$ cat config.mk
export PLATFORM = sky130hd
export DESIGN_NAME = mpmc_ram
export DESIGN_NICKNAME = d
export VERILOG_FILES = /design/src/rtl/mpmc_ram.sv
export SDC_FILE = /design/constraint.sdc
export NUM_CORES = 1
export LEC_CHECK = 0
export BUFFER_PORTS_ARGS = -buffer_cell sky130_fd_sc_hd__buf_2
export CAP_MARGIN = 20
export CORE_ASPECT_RATIO = 1.5
export CORE_MARGIN = 2
export CORE_UTILIZATION = 41
export DETAILED_ROUTE_END_ITERATION = 16
export GPL_TIMING_DRIVEN = 1
export SLEW_MARGIN = 25
export SYNTH_ARGS = -nofsm -noshare
export SYNTH_HDL_FRONTEND = slang
export SYNTH_SLANG_ARGS = --single-unit
$ cat constraint.sdc
create_clock -name clk -period 2.2 [get_ports clk]
set_input_delay 0.22 -clock clk [delete_from_list [all_inputs] [get_ports clk]]
set_output_delay 0.22 -clock clk [all_outputs]
set_load 0.1 [all_outputs]
$ cat src/rtl/mpmc_ram.sv
// ----------------------------------------------------------------------------
// mpmc_ram
// Simple dual-port RAM: one write port, one read port, registered read data.
// ----------------------------------------------------------------------------
module mpmc_ram #(
	parameter int WIDTH = 8,
	parameter int DEPTH = 16
) (
	input  logic                     clk,
	input  logic                     we,
	input  logic [$clog2(DEPTH)-1:0] waddr,
	input  logic [WIDTH-1:0]         wdata,
	input  logic [$clog2(DEPTH)-1:0] raddr,
	output logic [WIDTH-1:0]         rdata
);

	logic [WIDTH-1:0] mem_q [DEPTH];
	logic [WIDTH-1:0] rdata_q;

	always_ff @(posedge clk) begin
		if (we) begin
			mem_q[waddr] <= wdata;
		end
		rdata_q <= mem_q[raddr];
	end

	assign rdata = rdata_q;

endmodule

==> flow_summary.toml <==
[clock_network]
cts_buffer_depth = 2
cts-root-buf = "clkbuf_16"
clkTransAtPathRegs_ns = 0.06
postCtsSetupBuffers = 0
cts_resized = 0
insertion_delay_ns = 0.41
cts_buffers = 17
cts_tree = "built"
htreeDepth = 4
cts.sinks = 136
holdBufCountCts = 0

[placed_design]
place.gp.congestion = 0.711
dp_slack_ns = 0.500
dpl.hpwl_um = 6580
io_buffers = 25
place_area_mm2 = 0.00555

[setup_path]
path_buf_inv = 1
slowest_stage = "buf_2"
critPathArrivalTime_ns = 1.22
worstSetupStartpoint = "rdata[7]"
startpoint_type = "flip-flop"
worstReg2RegEnd = "rdata[0]"
cp_max_fo = 1
crit_type = "reg2out"
cp_top_family = "buffers and inverters"
cp.required_ns = 1.98
rrSetupSlack_ns = 0.86
cp-end-kind = "output pin"
ff2ff_path_depth = 3
cpPeakStageDelay_ns = 0.45
path_cells = "buf_2"
r2r_start = "mem_q[1][0]"

[min_path]
min_path_cells = 1
hold_path.startpoint = "wdata[3]"
hold_end = "mem_q[5][3]"
hold_class = "in2reg"

[floorplanning]
ios = 26
die_width_um = 95.5
coreArea_mm2 = 0.0124
initial_utilization_pct = 41.6
row_count = 50
dieArea_mm2 = 0.0135
die_y_um = 141

[pwr]
total_leakage_power_nw = 2.06
p_per_area_mw_per_mm2 = 975
p_total_mw = 5.97
ir_drop_mv = 0.520

[timing]
maxSlewHeadroom_pct = 51.1
fmax_mhz = 692
setup_ws_ns = 0.756
finClkSkew_ns = 0.00529
fin_hold_ws_ns = 0.190
final.setup.tns_ns = 0
rsz0062_at_grt = "false"
worst_pin_slew_ns = 0.730
fin_crit_ns = 1.44
period_share_pct = 65.6
slew_viol_final = 0
hold_viol_final = 0
setup_viol_count_final = 0

[outcome]
status = "complete, no violations"

[drt]
drt_wl_total_um = 9800
wl_per_cell_um = 21.6
drtPass1Iterations = 4
ant_nets = 0
via_per_inst = 5.34
num_vias = 2420
first_iter_violations = 159
drc_errors = 0

[finish]
seqCellArea_mm2 = 0.00400
multi_input_area_mm2 = 0.00106
fillers = 1003
post-route-cell-area_mm2 = 0.00612
drive_gt1_share_pct = 31.3
fin_nets = 302
insertedDiodeCount = 0
syn_to_final_growth_pct = 18.9

[job]
maxCapViolations = 0

[yosys]
ys_warn_count = 0
synth_seq_cells = 136
syn_nets = 247
ys_seq_area_share_pct = 77.8
syn_avg_cell_area_um2 = 22.5
synth.distinct_cells = 19
netlist_area_mm2 = 0.00515
synth_cells = 229

[grt]
grt_pass1_vias = 2583
grt_max_degree = 33
grt-ovfl-total = 0
grtUsageTotal_pct = 16.0
antenna_found_initial = 0
grt_pass1_wl_um = 15000
==> Yosys cell counts <==
cell type	number	share of area [%]
buf_6	3	0.66
and2b_1	1	0.15
nor3_1	4	0.39
nand2b_1	2	0.24
buf_2	3	0.29
a22oi_1	16	2.3
nor2b_1	1	0.12
or3b_2	1	0.17
buf_4	1	0.15
nand3_1	1	0.097
edfxtp_1	128	75
and2_1	1	0.12
nor2_1	13	0.95
mux4_1	14	7.1
clkdlybuf4s25_2	3	0.58
dfxtp_1	8	3.1
nand3b_1	2	0.29
nand2_1	9	0.66
mux4_2	18	7.9
==> cell type report <==
type                       count  share of cell area, %
clock buffer                  20                   7.14
clock inverter                12                   2.13
multi-input combinational     83                   17.3
sequential                   136                   65.4
tap                          156                   3.19
timing repair buffer          46                   4.83
==> metal layers <==
| metal | vias up | part of all wire (%) | global-route usage [%] |
|---|---|---|---|
| li1 | 1085 | - | - |
| met1 | 1255 | 40 | 18.9 |
| met2 | 68 | 55 | 27.8 |
| met3 | 12 | 3.9 | 4.33 |
| met4 | 0 | 1.7 | 6.09 |
| met5 | - | 0 | 0 |
==> worst reg2reg max path: cells and delay by family, from the launching register on <==
family,cells,cell delay [ns]
AO/OA/AOI/OAI,1,0.24
flip-flops,1,0.36
multiplexers,1,0.50
AND/OR/NAND/NOR,1,0.12
==> report_power, final <==
group / internal, mW / switching, mW / total (mW)
Clock: 1.66 / 1.01 / 2.67
Combinational: 0.115 / 0.271 / 0.387
Sequential: 2.90 / 0.0174 / 2.92
Total: 4.67 / 1.29 / 5.97
==> per-stage QoR <==
stage	instances	util (%)
after floorplan	229	-
after global placement	421	44.8
after detailed placement	421	44.8
after CTS	453	49.4
after global routing	453	49.4
final	453	49.4
==> logic make-up after synthesis <==
group / after synthesis / share of synthesized area [%]
mux: 32 / 15.0
flops: 136 / 77.8
buf+inv: 10 / 1.68
simple gates: 35 / 3.18
compound gates: 16 / 2.33
==> how the worst max path moves through the flow <==
stage	end	cells past startpoint
after floorplan	mem_q[0][0]	2
final	rdata[7]	1
after global placement	rdata[0]	5
after global routing	rdata[6]	1
after detailed placement	rdata[2]	5
after CTS	rdata[6]	1
==> registers in the layout, indices dropped and copies added (netlist names) <==
| signal | cells |
|---|---|
| mem_q | 128 |
| rdata | 8 |
==> placed cells by master, fill, tap and decap left out, types with 2 or more instances in the layout <==
master      synthesis  routed
edfxtp_1          128     128
buf_2               3      25
buf_4               1      20
mux4_2             18      18
clkbuf_16           0      17
a22oi_1            16      16
mux4_1             14      14
nor2_1             13      13
nand2_1             9       9
dfxtp_1             8       8
clkinvlp_4          0       7
nor3_1              4       4
clkbuf_1            0       3
nand3b_1            2       2
nand2b_1            2       2
bufinv_16           0       2
(Power assumes the default switching activity.)
